## src/rtl/core/signed_int_to_decimal_ascii_core_defines.svh

```systemverilog
// Assertion helpers; they compile away in synthesis.
`ifndef SIGNED_INT_TO_DECIMAL_ASCII_CORE_DEFINES_SVH
`define SIGNED_INT_TO_DECIMAL_ASCII_CORE_DEFINES_SVH

`ifndef SYNTHESIS
`define SIDTA_ASSERT(lbl, prop) \
  lbl: assert property (@(posedge clk_i) disable iff (!rst_ni) (prop)) \
    else $error("sidta assertion failed");
`define SIDTA_NEVER(lbl, cond) `SIDTA_ASSERT(lbl, !(cond))
`else
`define SIDTA_ASSERT(lbl, prop)
`define SIDTA_NEVER(lbl, cond)
`endif

`endif

```

## src/rtl/core/sidta_pkg.sv

```systemverilog
`default_nettype none

package sidta_pkg;

  localparam int unsigned ValueWidth        = 32;
  localparam int unsigned CharWidth         = 8;
  localparam int unsigned MultWidth         = 34;
  localparam int unsigned QueueDepthDefault = 2;

  localparam logic [3:0]           TopPow    = 4'd9;
  localparam logic [CharWidth-1:0] CharZero  = 8'h30;
  localparam logic [CharWidth-1:0] CharMinus = 8'h2D;

  typedef struct packed {
    logic                  neg;
    logic [ValueWidth-1:0] mag;
  } job_t;

  typedef enum logic [1:0] {
    BkIdle,
    BkSign,
    BkDigit
  } back_state_e;

  function automatic logic [MultWidth-1:0] pow10(input logic [3:0] k);
    logic [MultWidth-1:0] p;
    unique case (k)
      4'd0:    p = 34'd1;
      4'd1:    p = 34'd10;
      4'd2:    p = 34'd100;
      4'd3:    p = 34'd1000;
      4'd4:    p = 34'd10000;
      4'd5:    p = 34'd100000;
      4'd6:    p = 34'd1000000;
      4'd7:    p = 34'd10000000;
      4'd8:    p = 34'd100000000;
      4'd9:    p = 34'd1000000000;
      default: p = 34'd0;
    endcase
    return p;
  endfunction

  // d times ten to the k; both indexes are small, so this folds into a constant table
  function automatic logic [MultWidth-1:0] multiple(input logic [3:0] k, input logic [3:0] d);
    logic [MultWidth-1:0] p;
    p = pow10(k);
    return p * {{(MultWidth-4){1'b0}}, d};
  endfunction

endpackage

`default_nettype wire

```

## src/rtl/core/sidta_if.sv

```systemverilog
`default_nettype none

interface sidta_in_if;
  logic                                valid;
  logic                                ready;
  logic signed [sidta_pkg::ValueWidth-1:0] value;

  modport source(output valid, output value, input ready);
  modport sink(input valid, input value, output ready);
endinterface


`default_nettype wire

```

## src/rtl/core/sidta_front.sv

```systemverilog
`default_nettype none

module sidta_front (
  sidta_in_if.sink          in_i,
  input  wire logic         full_i,
  output logic              push_o,
  output sidta_pkg::job_t   job_o
);

  logic [sidta_pkg::ValueWidth-1:0] raw;

  assign raw       = in_i.value;
  assign in_i.ready = !full_i;
  assign push_o    = in_i.valid && !full_i;

  // take the magnitude as unsigned so the most negative value survives
  always_comb begin
    job_o.neg = raw[sidta_pkg::ValueWidth-1];
    job_o.mag = job_o.neg ? (~raw + {{(sidta_pkg::ValueWidth-1){1'b0}}, 1'b1}) : raw;
  end

endmodule

`default_nettype wire

```

## src/flat_wrapper.sv

```systemverilog
// flat-port wrapper written by rule: the top's interface ports become plain ports
module sidta_front_flat 
  (full_i, push_o, job_o, in_i_valid, in_i_value, in_i_ready);
  sidta_in_if in_i_i ();
  input  wire logic full_i;
  output logic push_o;
  output sidta_pkg::job_t job_o;
  input wire logic [$bits(in_i_i.valid)-1:0] in_i_valid;
  input wire logic [$bits(in_i_i.value)-1:0] in_i_value;
  output wire logic [$bits(in_i_i.ready)-1:0] in_i_ready;
  assign in_i_i.valid = in_i_valid;
  assign in_i_i.value = in_i_value;
  assign in_i_ready = in_i_i.ready;
  sidta_front u_core (.in_i(in_i_i), .full_i(full_i), .push_o(push_o), .job_o(job_o));
endmodule
```

## config.mk

```make
export PLATFORM = sky130hd
export DESIGN_NAME = sidta_front_flat
export DESIGN_NICKNAME = d
export VERILOG_FILES = /design/src/rtl/core/signed_int_to_decimal_ascii_core_defines.svh /design/src/rtl/core/sidta_pkg.sv /design/src/rtl/core/sidta_if.sv /design/src/rtl/core/sidta_front.sv /design/src/flat_wrapper.sv
export SDC_FILE = /design/constraint.sdc
export NUM_CORES = 1
export LEC_CHECK = 0
export BUFFER_PORTS_ARGS = -buffer_cell sky130_fd_sc_hd__buf_2
export CAP_MARGIN = 10
export CORE_MARGIN = 4
export CORE_UTILIZATION = 40
export DETAILED_ROUTE_END_ITERATION = 8
export PLACE_DENSITY_LB_ADDON = 0.12
export SLEW_MARGIN = 10
export SYNTH_ARGS = -nofsm -noshare
export SYNTH_HDL_FRONTEND = slang
export SYNTH_SLANG_ARGS = --single-unit
```

## constraint.sdc

```tcl
create_clock -name vclk -period 1.6
set_input_delay 0.08 -clock vclk [all_inputs]
set_output_delay 0.08 -clock vclk [all_outputs]
set_load 0.03 [all_outputs]
```

=== Yosys cells after proc, flatten, opt, wreduce, memory -nomap -nowiden ===
Cells that the tools add are included.

* Add/sub/neg operators: 1
* Multiply operators: 0
* Divide/modulo/power cells: 0
* Order comparisons: 0
* Equality and inequality tests: 0
* Shift-type cells: 0
* Multiplexer cells: 1
* Bitwise logic cells: 1
* Reduce and logical (&&, ||, !) cells: 2

{| class="wikitable"
|+ Operators with widths
! operator !! count
|-
| adder 32 x 1 -> 32 bit (second input constant) || 1
|-
| two-way mux 32 bit || 1
|-
| NOT 32 bit || 1
|-
| logical AND 1 bit || 1
|-
| logical NOT 1 bit || 1
|}

* Register bits: 0
* Latch bits: 0
* RAM bits: 0
* Bits in read-only memories: 0
* Input port bits: 34
* Output and inout port bits: 35
* Word-level logic and storage cells: 5
* Memories: 0

=== Longest topological paths before layout ===
* Depth in word-level cells: 3
* Gate-level depth with buffers: 6
* Gate-level depth less buffers: 6

=== Worst setup path before layout ===
No wires, ideal clock.

* Path type: input to output
* Start point: input port in_i_value[22]
* End point: output port job_o[31] (netlist bit)
* Arrival time: 1.538 ns
* Data required time: 1.520 ns
* Path slack: -0.018 ns
* Stages on the path: 4
* Path buffers: 0
* Cells stage by stage: nor4_4 -> nand3b_2 -> or4_1 -> nor3b_2

{| class="wikitable"
|+ RTL lines
! element !! RTL line !! RTL
|-
| from (decl) || flat_wrapper.sv:9 || <nowiki>input wire logic [$bits(in_i_i.value)-1:0] in_i_value;</nowiki>
|-
| to (decl) || flat_wrapper.sv:7 || <nowiki>output sidta_pkg::job_t job_o;</nowiki>
|}

==> summary.md <==
| Metric | Value |
|---|---|
| Mapped Area | 791 sq um |
| Worst Hold Class | in -> out |
| GRT Total Usage | 22.2% |
| Vias in the first global route | 1141 |
| Initial cell density of the core | 43.9% |
| Routability cong. | 0.823 |
| Max-cap violations | 0 |
| Cells after synthesis | 108 |
| CP Capture Type | output port |
| End of the worst hold path | push_o |
| DIE WIDTH | 52.5 um |
| Worst vdd ir | 327 uV |
| Cell taking the most area after synthesis | xnor2_1 |
| Area of the multi-input gates | 968 sq um |
| Number of distinct library cells after synthesis | 28 |
| Final Instance Area | 1750 sq um |
| Vias/cell | 6.72 |
| Post-CTS Hold Buffers | 0 |
| Synth area leaders | xnor2_1, o31ai_1, nor4_4, nand2_1, o41ai_1 |
| Pwr/cell area | 385 nW/um^2 |
| Clock buffer count | 0 |
| FF/Latch Area | 0 sq um |
| Worst-Margin Slew | 0.577 ns |
| Worst endpoint required time | 1.52 ns |
| Port Buffers | 69 |
| Avg Cell Area, Syn | 7.32 sq um |
| Seq cells | 0 |
| Pins over their slew limit | 0 |
| Initial antenna violation count | 0 |
| Status | complete, but fails checks |
| Routed Antenna Nets | 0 |
| Vias | 1545 |
| Dpl hpwl | 2240 um |
| Period utilization | 114% |
| Hold Vio Cnt, Final | 0 |
| Critical path class | in -> out |
| Iteration-0 DRC Markers | 94 |
| Peak Freq | 0.548 GHz |
| Placed inst area | 1360 sq um |
| Largest net degree at the start of global routing | 34 |
| # fillers | 31 |
| Final WL | 5770 um |
| Failing checks | negative setup slack |
| Crit path time final | 1.83 ns |
| Drc violations | 0 |
| CP arrival | 1.75 ns |
| CORE AREA | 1800 sq um |
| Slew margin rel. | 61.0% |
| Share of cells above drive strength 1 | 65.4% |
| Antenna Cells | 0 |
| Site Rows | 15 |
| Nets@finish | 242 |
| Worst-path maximum fanout | 6 |
| WHS Path Cells | 3 |
| Total congestion overflow | 0 |
| Post-Synthesis Net Count | 143 |
| P_leak | 0.798 nW |
| First-pass GRT wire length | 4860 um |
| Layout area overhead | 122% |
| Total power | 0.675 mW |
| Die ar. | 2750 sq um |
| WL/cell | 25.1 um |
| Sequential area share after synthesis | 0% |
| Crit path launch type | primary input |
| Layout Cells excl Fill | 230 |
| Sum Neg Setup Slack | -2.76 ns |
| IO Pins | 69 |
| Min-delay src | full_i |
| Setup slack after layout | -0.226 ns |
| Unrepaired setup endpoints after global routing | yes |
| Place WS | -0.178 ns |
| Ys Warns | 0 |
| Die Y-Extent | 52.5 um |
| First drt pass iteration count | 5 |
| Inst Count DP | 225 |
| Top-area cell type share of the netlist area | 32.1% |
| Endpoints failing setup | 24 |
==> synthesized netlist by cell type <==
cell type	count
xnor2_1	29
nand2_1	14
o31ai_1	13
o21ai_0	6
o41ai_1	5
nor2_1	4
clkbuf_1	3
inv_1	3
nor3_1	3
nor4_4	3
or3_1	3
buf_4	2
nand3_1	2
nand4_1	2
nor2b_1	2
nor3_2	2
buf_2	1
ha_1	1
nand2_2	1
nand2b_1	1
nand3_2	1
nand3b_2	1
nand4b_1	1
nor3b_2	1
nor4_2	1
nor4b_1	1
or2_2	1
or4_1	1
==> cells in the final DEF (no fill, tap or decap), types with 3 or more instances in the layout <==
master / Yosys / routed
nor2_1: 4 / 4
or3_1: 3 / 3
buf_6: 0 / 8
nor4_4: 3 / 4
clkbuf_4: 0 / 3
nor3_1: 3 / 3
o31ai_2: 0 / 7
xnor2_1: 29 / 29
o21ai_1: 0 / 3
buf_4: 2 / 45
buf_8: 0 / 4
buf_2: 1 / 42
o41ai_4: 0 / 4
nand2_1: 14 / 14
o31ai_4: 0 / 4
==> how the worst max path moves through the flow <==
stage                         from   endpoint  slack [ns]  depth (start not counted)
floorplan           in_i_value[22]  job_o[31]        0.04                          4
global placement     in_i_value[0]  job_o[22]       -0.15                          8
detailed placement   in_i_value[0]  job_o[22]       -0.18                          8
CTS                  in_i_value[2]  job_o[31]       -0.04                          6
global route         in_i_value[5]  job_o[21]       -0.31                          7
finish               in_i_value[5]  job_o[30]       -0.23                          8
==> routing by layer <==
layer  GRT usage [%]  vias up  wire, um
met5               0        -         0
met4            2.55        0       605
met3           0.855       80       726
met2            43.8      192      2670
met1            26.6      677      1770
li1                -      596         -
==> power breakdown <==
| group | switching [mW] | total [mW] | internal, mW |
|---|---|---|---|
| Sequential | 0 | 0 | 0 |
| Clock | 0 | 0 | 0 |
| Combinational | 0.416 | 0.675 | 0.258 |
| Total | 0.416 | 0.675 | 0.258 |
==> worst max-delay path, stage by stage <==
cell	delay, ns
buf_8	0.10
nor4_4	0.43
buf_4	0.19
nand4_1	0.10
buf_6	0.17
o31ai_1	0.28
xnor2_1	0.18
buf_4	0.20
==> cell families after synthesis <==
logic type	after synthesis	share of synthesized area (%)
simple gates	45	39.2
xor+xnor	29	32.1
compound gates	24	21.7
buf+inv	9	5.38
fa+ha+maj	1	1.58
==> through the flow <==
step                      util (%)  hold slack (ns)
after floorplan                  -            0.206
after global placement        75.5            0.433
after detailed placement      75.5            0.444
after CTS                     84.0            0.445
after global routing          97.2            0.479
final                         97.2            0.458
==> final cells by class <==
class / count / area share (%)
multi-input combinational: 99 / 55.3
timing repair buffer: 103 / 42.3
tap: 25 / 1.79
inverter: 3 / 0.643
==> timing repair <==
item / CTS / global route
setup endpoints to repair: 13 / 22
pin swaps: 12 / 16
resized for setup: 28 / 58
setup buffers: 3 / 2
No activity file was read; power rests on OpenSTA's default activity.
