<file path="src/rtl/core/signed_int_to_decimal_ascii_core_defines.svh">
// Assertion helpers; they compile away in synthesis.
`ifndef SIGNED_INT_TO_DECIMAL_ASCII_CORE_DEFINES_SVH
`define SIGNED_INT_TO_DECIMAL_ASCII_CORE_DEFINES_SVH

`ifndef SYNTHESIS
`define SIDTA_ASSERT(lbl, prop) \
  lbl: assert property (@(posedge clk_i) disable iff (!rst_ni) (prop)) \
    else $error("sidta assertion failed");
`define SIDTA_NEVER(lbl, cond) `SIDTA_ASSERT(lbl, !(cond))
`else
`define SIDTA_ASSERT(lbl, prop)
`define SIDTA_NEVER(lbl, cond)
`endif

`endif

</file>
<file path="src/rtl/core/sidta_pkg.sv">
`default_nettype none

package sidta_pkg;

  localparam int unsigned ValueWidth        = 32;
  localparam int unsigned CharWidth         = 8;
  localparam int unsigned MultWidth         = 34;
  localparam int unsigned QueueDepthDefault = 2;

  localparam logic [3:0]           TopPow    = 4'd9;
  localparam logic [CharWidth-1:0] CharZero  = 8'h30;
  localparam logic [CharWidth-1:0] CharMinus = 8'h2D;

  typedef struct packed {
    logic                  neg;
    logic [ValueWidth-1:0] mag;
  } job_t;

  typedef enum logic [1:0] {
    BkIdle,
    BkSign,
    BkDigit
  } back_state_e;

  function automatic logic [MultWidth-1:0] pow10(input logic [3:0] k);
    logic [MultWidth-1:0] p;
    unique case (k)
      4'd0:    p = 34'd1;
      4'd1:    p = 34'd10;
      4'd2:    p = 34'd100;
      4'd3:    p = 34'd1000;
      4'd4:    p = 34'd10000;
      4'd5:    p = 34'd100000;
      4'd6:    p = 34'd1000000;
      4'd7:    p = 34'd10000000;
      4'd8:    p = 34'd100000000;
      4'd9:    p = 34'd1000000000;
      default: p = 34'd0;
    endcase
    return p;
  endfunction

  // d times ten to the k; both indexes are small, so this folds into a constant table
  function automatic logic [MultWidth-1:0] multiple(input logic [3:0] k, input logic [3:0] d);
    logic [MultWidth-1:0] p;
    p = pow10(k);
    return p * {{(MultWidth-4){1'b0}}, d};
  endfunction

endpackage

`default_nettype wire

</file>
<file path="src/rtl/core/sidta_queue.sv">
`default_nettype none

module sidta_queue #(
  parameter int unsigned Depth = sidta_pkg::QueueDepthDefault
) (
  input  wire logic            clk_i,
  input  wire logic            rst_ni,
  input  wire logic            push_i,
  input  wire sidta_pkg::job_t job_i,
  output logic                 full_o,
  input  wire logic            pop_i,
  output logic                 valid_o,
  output sidta_pkg::job_t      job_o
);

  localparam int unsigned PtrW = (Depth > 1) ? $clog2(Depth) : 1;
  localparam int unsigned CntW = $clog2(Depth + 1);
  localparam logic [PtrW-1:0] PtrLast = PtrW'(Depth - 1);
  localparam logic [CntW-1:0] CntFull = CntW'(Depth);

  sidta_pkg::job_t entry_q [Depth];
  logic [PtrW-1:0] wptr_q, wptr_d, rptr_q, rptr_d;
  logic [CntW-1:0] count_q, count_d;
  logic            do_push, do_pop;

  assign full_o  = (count_q == CntFull);
  assign valid_o = (count_q != '0);
  assign job_o   = entry_q[rptr_q];
  assign do_push = push_i && !full_o;
  assign do_pop  = pop_i && valid_o;

  always_comb begin
    wptr_d  = wptr_q;
    rptr_d  = rptr_q;
    count_d = count_q;
    if (do_push) begin
      wptr_d = (wptr_q == PtrLast) ? '0 : wptr_q + 1'b1;
    end
    if (do_pop) begin
      rptr_d = (rptr_q == PtrLast) ? '0 : rptr_q + 1'b1;
    end
    priority if (do_push && !do_pop) begin
      count_d = count_q + 1'b1;
    end else if (do_pop && !do_push) begin
      count_d = count_q - 1'b1;
    end else begin
      count_d = count_q;
    end
  end

  always_ff @(posedge clk_i or negedge rst_ni) begin
    if (!rst_ni) begin
      wptr_q  <= '0;
      rptr_q  <= '0;
      count_q <= '0;
    end else begin
      wptr_q  <= wptr_d;
      rptr_q  <= rptr_d;
      count_q <= count_d;
    end
  end

  always_ff @(posedge clk_i) begin
    if (do_push) begin
      entry_q[wptr_q] <= job_i;
    end
  end

endmodule

`default_nettype wire

</file>
<file path="config.mk">
export PLATFORM = sky130hd
export DESIGN_NAME = sidta_queue
export DESIGN_NICKNAME = d
export VERILOG_FILES = /design/src/rtl/core/signed_int_to_decimal_ascii_core_defines.svh /design/src/rtl/core/sidta_pkg.sv /design/src/rtl/core/sidta_queue.sv
export SDC_FILE = /design/constraint.sdc
export NUM_CORES = 1
export LEC_CHECK = 0
export ABC_AREA = 1
export BUFFER_PORTS_ARGS = -buffer_cell sky130_fd_sc_hd__buf_4
export CAP_MARGIN = 20
export CORE_MARGIN = 2
export CORE_UTILIZATION = 55
export DETAILED_ROUTE_END_ITERATION = 8
export PLACE_DENSITY = 0.83
export SKIP_CTS_REPAIR_TIMING = 1
export SLEW_MARGIN = 25
export SYNTH_ARGS = -nofsm -noshare
export SYNTH_HDL_FRONTEND = slang
export SYNTH_SLANG_ARGS = --single-unit
</file>
<file path="constraint.sdc">
create_clock -name clk_i -period 6.3 [get_ports clk_i]
set_input_delay 0 -clock clk_i [delete_from_list [all_inputs] [get_ports clk_i]]
set_output_delay 0 -clock clk_i [all_outputs]
set_load 0.1 [all_outputs]
</file>
; Word-level counts from Yosys, hierarchy flattened
; Memory sizes are Yosys's and may differ from the RTL's.
; Index checks and enable logic that the tools add are counted.
; W data, S select, Z words.
[totals]
memories = 1
out_inout_bits = 35
regBits = 4
elab_cells = 24
in_bits = 37
ramBits = 66
[classes]
muxes = 6
n_reduce_logical = 9
eq_ne = 1
n_addsub = 4
[mem_list]
columns = memory, depth, word_bits, read_ports, rd_ports_with_merged_regs, wr, line
row1 = entry_q, 2, 33, 1, 0, 1, sidta_queue.sv:21  ; sidta_pkg::job_t entry_q [Depth];
[ops]
columns = op, n
row1 = $logic_and A1 B1 Y1, 4
row2 = $mux W1, 4
row3 = $mux W2, 2
row4 = $reduce_bool A2 Y1, 2
row5 = $logic_not A1 Y1, 3
row6 = $add A1 B1 Y1 const B, 2
row7 = $add A2 B1 Y2 const B, 1
row8 = $eq A2 B2 Y1 const B, 1
row9 = $sub A2 B1 Y2 const B, 1

; Logic depth before layout (Yosys ltp)
; Gate-level depths: netlist (run 1).
[depth]
ltp_word = 7
mapped_depth = 9
ltp_nobuf = 9

; Least setup slack after synthesis (run 1)
; No wires, ideal clock.
[synth_timing]
path_kind = reg2reg
start = register count_q[1]
end = memory entry_q[1][0] in the netlist's numbering, enable pin
setup_time_ns = 0.423
path_stages_with_launch = 4
arrival_time_ns = 1.991
t_required_ns = 5.877
period_less_slack_ns = 2.414
setup_slack_ns = 3.886
n_path_buf = 0
cell_sequence = dfrtp_1 -> inv_1 -> o21ai_0 -> nor2_1
[synth_between]
elab_chain_len = 5
[synth_lines]
columns = item, line
row1 = "start, declared", sidta_queue.sv:23  ; logic [CntW-1:0] count_q, count_d;
row2 = "start signal, assigned", sidta_queue.sv:59  ; count_q <= count_d;
row3 = $eq A2 B2 Y1, sidta_queue.sv:26  ; assign full_o = (count_q == CntFull);
row4 = $logic_not A1 Y1, sidta_queue.sv:29  ; assign do_push = push_i && !full_o;
row5 = $logic_and A1 B1 Y1, sidta_queue.sv:29
row6 = $mux W1, sidta_queue.sv:64  ; if (do_push) begin
row7 = $mux W1 (implied by the code), sidta_queue.sv:65  ; entry_q[wptr_q] <= job_i;
row8 = "end, declared", sidta_queue.sv:21
; No other way between the ends.

==> results.sh, run 1 <==
export IMPL_status="complete, no violations"
export IMPL_drt_iter0_markers=156
export IMPL_rsz0062_at_grt="false"
export IMPL_multi_input_area_um2=491.7
export IMPL_clockBufferDepth=2
export IMPL_fin_skew_ns=0.006976
export IMPL_dp_cells=323
export IMPL_ant_nets=0
export IMPL_synth_flop_cell="edfxtp_1"
export IMPL_grt_max_degree=36
export IMPL_cts_tree="built"
export IMPL_worstPathRequired_ns=6.30
export IMPL_fin_cells=375
export IMPL_ys_async_sr_fraction=0.05714
export IMPL_setup_violations=0
export IMPL_seqCellArea_um2=2083
export IMPL_routed_wl_um=5266
export IMPL_holdCritPathClass="in2reg"
export IMPL_final_hold_viol_count=0
export IMPL_syn_nets=242
export IMPL_synth_top_area_share=0.7433
export IMPL_grt_usage=0.1898
export IMPL_gp_congestion=0.7860
export IMPL_grt_first_pass_wirelength_um=7189
export IMPL_fillers=267
export IMPL_antenna_found_initial=0
export IMPL_clk_latency_ns=0.34
export IMPL_relSlewSlack=0.3901
export IMPL_ctsRootBufferMaster="clkbuf_8"
export IMPL_start_util=0.5683
export IMPL_maxCapViolCount=0
export IMPL_antenna_cells=0
export IMPL_yosysTopAreaCell="edfxtp_1"
export IMPL_maxSlewViolCount=0
export IMPL_setup_worst_path_end="job_o[17]"
export IMPL_drc=0
export IMPL_overflow=0
export IMPL_timing_rr_end="entry_q[1][1]"
export IMPL_worst_pin_slew_ns=0.9127
export IMPL_r2r_start="count_q[1]"
export IMPL_dr_pass1_iters=4
export IMPL_final_util=0.8045
export IMPL_rows=25
export IMPL_worstHoldStart="push_i"
export IMPL_die_x_um=73.63
export IMPL_die_y_um=73.63
export IMPL_rr_worst_depth=3
export IMPL_tns_ns=0
export IMPL_setup_worst_path_class="reg2out"
export IMPL_crit_arrival_ns=1.92
export IMPL_synth_common_cells="107 x nand2_1, 66 x edfxtp_1, 6 x inv_1"
export IMPL_whs_ns=0.03399
export IMPL_layout_nets=354
export IMPL_drive_gt1_frac=0.2991
export IMPL_synthCells=204
export IMPL_dr_total_vias=1810
export IMPL_yosysSeqAreaShare=0.7809
export IMPL_ys_seq_elements=70
export IMPL_synth_most_common_cell="nand2_1"
export IMPL_fin_crit_sh=0.3041
export IMPL_cts_sinks=70
export IMPL_synth_cell_types=17
export IMPL_start_kind="flip-flop"
export IMPL_coreArea_um2=4692
export IMPL_synth_area_um2=2666
export IMPL_reg2reg_setup_slack_ns=4.50
export IMPL_via_per_inst=4.827
export IMPL_dieArea_um2=5421
export IMPL_max_freq_mhz=522.0
export IMPL_synthTopCellsByArea="edfxtp_1 74%, nand2_1 15%, dfrtp_1 3.8%, buf_6 1.7%, buf_4 0.84%"
export IMPL_worst_path_max_fanout=35
export IMPL_numPortBuffers=71
export IMPL_first_global_vias=1553
export IMPL_yosysWarningCount=0
export IMPL_area_growth_pct=41.58
export IMPL_hpwl_um=2982
export IMPL_ctsHtreeMaxLevel=3
export IMPL_min_period_ns=1.916
export IMPL_crit_path_end_kind="primary output"
export IMPL_cts_buffers=9
export IMPL_clk_pin_slew_ns=0.08
export IMPL_io_pins=72
export IMPL_synth_edf_count=66
export IMPL_postSynthAreaPerCell_um2=13.07
export IMPL_wl_per_cell_um=14.04
export IMPL_cp_startpoint="rptr_q"
==> worst min-delay path by stage <==
stage | slack (ns) | endpoint | cells after the start
floorplan | -0.30 | count_q[0] | 0
global placement | -0.20 | count_q[1] | 1
detailed placement | -0.20 | count_q[1] | 1
CTS | -0.57 | wptr_q | 1
global route | 0.04 | wptr_q | 5
finish | 0.03 | wptr_q | 5
==> cells in the final DEF, fill, tap and decap left out, types with 2 or more instances in the layout <==
cell type,n
buf_4,72
clkbuf_8,9
clkinv_4,2
clkinvlp_4,2
dfrtp_1,3
dlygate4sd3_1,36
edfxtp_1,66
inv_1,6
nand2_1,107
nand2_2,3
nand3_1,2
nor2_4,2
==> stage by stage <==
stage / worst slack (ns) / area (um2)
final: 4.384 / 3775
after global routing: 4.287 / 3775
after CTS: 4.375 / 3415
after detailed placement: 4.460 / 3216
after global placement: 4.383 / 3214
after floorplan: 3.886 / 2666
==> registers in the layout (all words and copies together) (netlist names) <==
name and cells:
entry_q 66, wptr_q 1, count_q 2, rptr_q 1
==> worst max-delay path, cell delays in order, from the launching register on <==
cell	delay [ns]
dfrtp_2	0.66
inv_4	0.38
nand2_1	0.10
nand2_1	0.13
buf_4	0.31
==> cell type report <==
| cell class | instances | area share |
|---|---|---|
| sequential | 70 | 0.5519 |
| timing repair buffer | 108 | 0.2386 |
| multi-input combinational | 119 | 0.1303 |
| clock buffer | 10 | 0.03381 |
| clock inverter | 6 | 0.01889 |
| tap | 54 | 0.01790 |
| inverter | 8 | 0.008618 |
==> per-layer routing <==
metal / global-route usage / vias to the layer above / part of all wire
li1: - / 902 / -
met1: 0.2323 / 837 / 0.40
met2: 0.2976 / 61 / 0.53
met3: 0.05075 / 10 / 0.049
met4: 0.1232 / 0 / 0.024
met5: 0 / - / 0
==> cells by family (layout without fill, tap and decap cells) <==
group,count (synthesis),in the layout,synth area share
buf+inv,15,132,0.03754
fa+ha+maj,1,1,0.004692
simple gates,116,116,0.1718
xor+xnor,1,1,0.003285
compound gates,1,1,0.001875
flops,70,70,0.7809
Power of run 1 is left out: the tool's default activity adds up to more than one toggle a clock period on the data nets, which glitch-free logic cannot reach.
==> inputs of run 2 (changes only) <==
--- a/config.mk
+++ b/config.mk
@@ -9,9 +9,9 @@
 export BUFFER_PORTS_ARGS = -buffer_cell sky130_fd_sc_hd__buf_4
 export CAP_MARGIN = 20
 export CORE_MARGIN = 2
-export CORE_UTILIZATION = 55
+export CORE_UTILIZATION = 46
 export DETAILED_ROUTE_END_ITERATION = 8
-export PLACE_DENSITY = 0.83
+export PLACE_DENSITY = 0.74
 export SKIP_CTS_REPAIR_TIMING = 1
 export SLEW_MARGIN = 25
 export SYNTH_ARGS = -nofsm -noshare
==> constraint.sdc (replaced) <==
create_clock -name clk_i -period 1.75 [get_ports clk_i]
set_input_delay 0 -clock clk_i [delete_from_list [all_inputs] [get_ports clk_i]]
set_output_delay 0 -clock clk_i [all_outputs]
set_load 0.1 [all_outputs]
==> run 2 against run 1 <==
Die area increased by 18%. Hold slack got worse by 0.0052 ns. First-iteration DRC count decreased by 22%. Final cell count increased by 6.1%.
==> results.sh, run 2 (same netlist as run 1, synthesis figures left out) <==
export IMPL_status="complete, no violations"
export IMPL_fillers=390
export IMPL_drt_iter0_markers=121
export IMPL_numPortBuffers=71
export IMPL_clk_latency_ns=0.34
export IMPL_wl_per_cell_um=13.96
export IMPL_fin_skew_ns=0.007966
export IMPL_crit_path_frequent_cell="nand2_1"
export IMPL_top_regs="entry_q: 66 flops, count_q: 2 flops"
export IMPL_hpwl_um=3246
export IMPL_maxCapViolCount=0
export IMPL_setup_violations=0
export IMPL_coreArea_um2=5540
export IMPL_final_util=0.7107
export IMPL_routed_wl_um=5558
export IMPL_gp_congestion=0.7007
export IMPL_final_hold_viol_count=0
export IMPL_start_kind="flip-flop"
export IMPL_io_pins=72
export IMPL_ant_nets=0
export IMPL_cp_slowest_cell="dfrtp_1"
export IMPL_ctsHtreeMaxLevel=3
export IMPL_layout_common_cells="107 x nand2_1, 76 x buf_4, 66 x edfxtp_1"
export IMPL_grt_usage=0.1685
export IMPL_min_period_ns=1.553
export IMPL_cts_tree="built"
export IMPL_start_util=0.4813
export IMPL_die_x_um=80.14
export IMPL_ctsRootBufferMaster="clkbuf_8"
export IMPL_area_growth_pct=47.68
export IMPL_overflow=0
export IMPL_final_common_cell="nand2_1"
export IMPL_dieArea_um2=6422
export IMPL_grt_first_pass_wirelength_um=7721
export IMPL_clockBufferDepth=2
export IMPL_via_per_inst=4.618
export IMPL_dp_cells=346
export IMPL_setup_worst_path_class="reg2out"
export IMPL_cts_buffers=9
export IMPL_dr_total_vias=1838
export IMPL_crit_chain="inv_4 -> nand2_1 -> nand2_1 -> buf_4"
export IMPL_clk_pin_slew_ns=0.07
export IMPL_fin_crit_sh=0.8875
export IMPL_antenna_cells=0
export IMPL_largest_reg_flops=66
export IMPL_crit_arrival_ns=1.55
export IMPL_max_stage_delay_ns=0.42
export IMPL_maxSlewViolCount=0
export IMPL_relSlewSlack=0.7214
export IMPL_rsz0062_at_grt="false"
export IMPL_holdCritPathClass="in2reg"
export IMPL_worst_path_max_fanout=34
export IMPL_first_global_vias=1631
export IMPL_worstPathRequired_ns=1.75
export IMPL_drc=0
export IMPL_layout_nets=359
export IMPL_rows=27
export IMPL_die_y_um=80.14
export IMPL_cts_sinks=70
export IMPL_worst_pin_slew_ns=0.4135
export IMPL_critPathTopFamily="buffers and inverters"
export IMPL_crit_path_end_kind="primary output"
export IMPL_drive_gt1_frac=0.3067
export IMPL_dr_pass1_iters=4
export IMPL_top_register="entry_q"
export IMPL_critPathBufInv=2
export IMPL_antenna_found_initial=0
export IMPL_max_freq_mhz=643.9
export IMPL_fin_cells=398
export IMPL_grt_max_degree=35
run 2: cell count changes in the layout (fill, tap and decap cells not counted):
cell | before | now
dfrtp_2 | 1 | 0
clkinv_4 | 2 | 0
inv_6 | 1 | 0
dfrtp_1 | 3 | 4
nor2_2 | 1 | 0
nor2_4 | 2 | 3
bufinv_16 | 1 | 5
clkinvlp_4 | 2 | 1
buf_4 | 72 | 76
buf_12 | 0 | 1
run 2: layout make-up:
cell class	instances	area (um2)	share of cell area
Tap cell	72	90.09	0.02288
Clock inverter	6	157.7	0.04004
Inverter	8	32.53	0.008262
Clock buffer	10	127.6	0.03241
Sequential cell	70	2082	0.5288
Timing Repair Buffer	113	950.9	0.2415
Multi-Input combinational cell	119	496.7	0.1262
run 2: stage by stage:
step,cell area (um2),setup slack [ns],TNS (ns),hold WS [ns]
3_3_place_gp,3292,0.3712,0,-0.1971
5_1_grt,3938,0.08487,0,0.03457
6_report,3938,0.1969,0,0.02882
2_1_floorplan,2679,-0.1280,-4.224,-0.2956
4_1_cts,3577,0.1777,0,-0.5735
3_5_place_dp,3292,0.3301,0,-0.1964
run 2: worst paths after layout:
check                                 endpoint  cells after the start        from  slack (ns)
min in group asynchronous           count_q[0]                      3      rst_ni        0.57
max in group asynchronous           count_q[1]                      3      rst_ni        0.99
worst max register to register  entry_q[0][31]                      6  count_q[1]        0.33
worst max-delay path                 job_o[18]                      4      rptr_q        0.20
worst min register to register      count_q[1]                      2  count_q[1]        0.48
worst min-delay path                    wptr_q                      5      push_i        0.03
run 2: worst register-to-register path, stage by stage, from the launching register on:
cell	delay [ns]
dfrtp_1	0.38
inv_1	0.15
nor2_4	0.07
nor2_4	0.10
nand2_2	0.06
inv_1	0.06
buf_4	0.28
run 2: routing by layer:
metal / GRT usage / wire, um / up-vias / share of wire
li1: - / - / 910 / -
met1: 0.2141 / 2298 / 862 / 0.41
met2: 0.2525 / 2842 / 56 / 0.51
met3: 0.07303 / 339 / 10 / 0.061
met4: 0.07288 / 77 / 0 / 0.014
met5: 0 / 0 / - / 0
Power of run 2 is left out for the same reason.
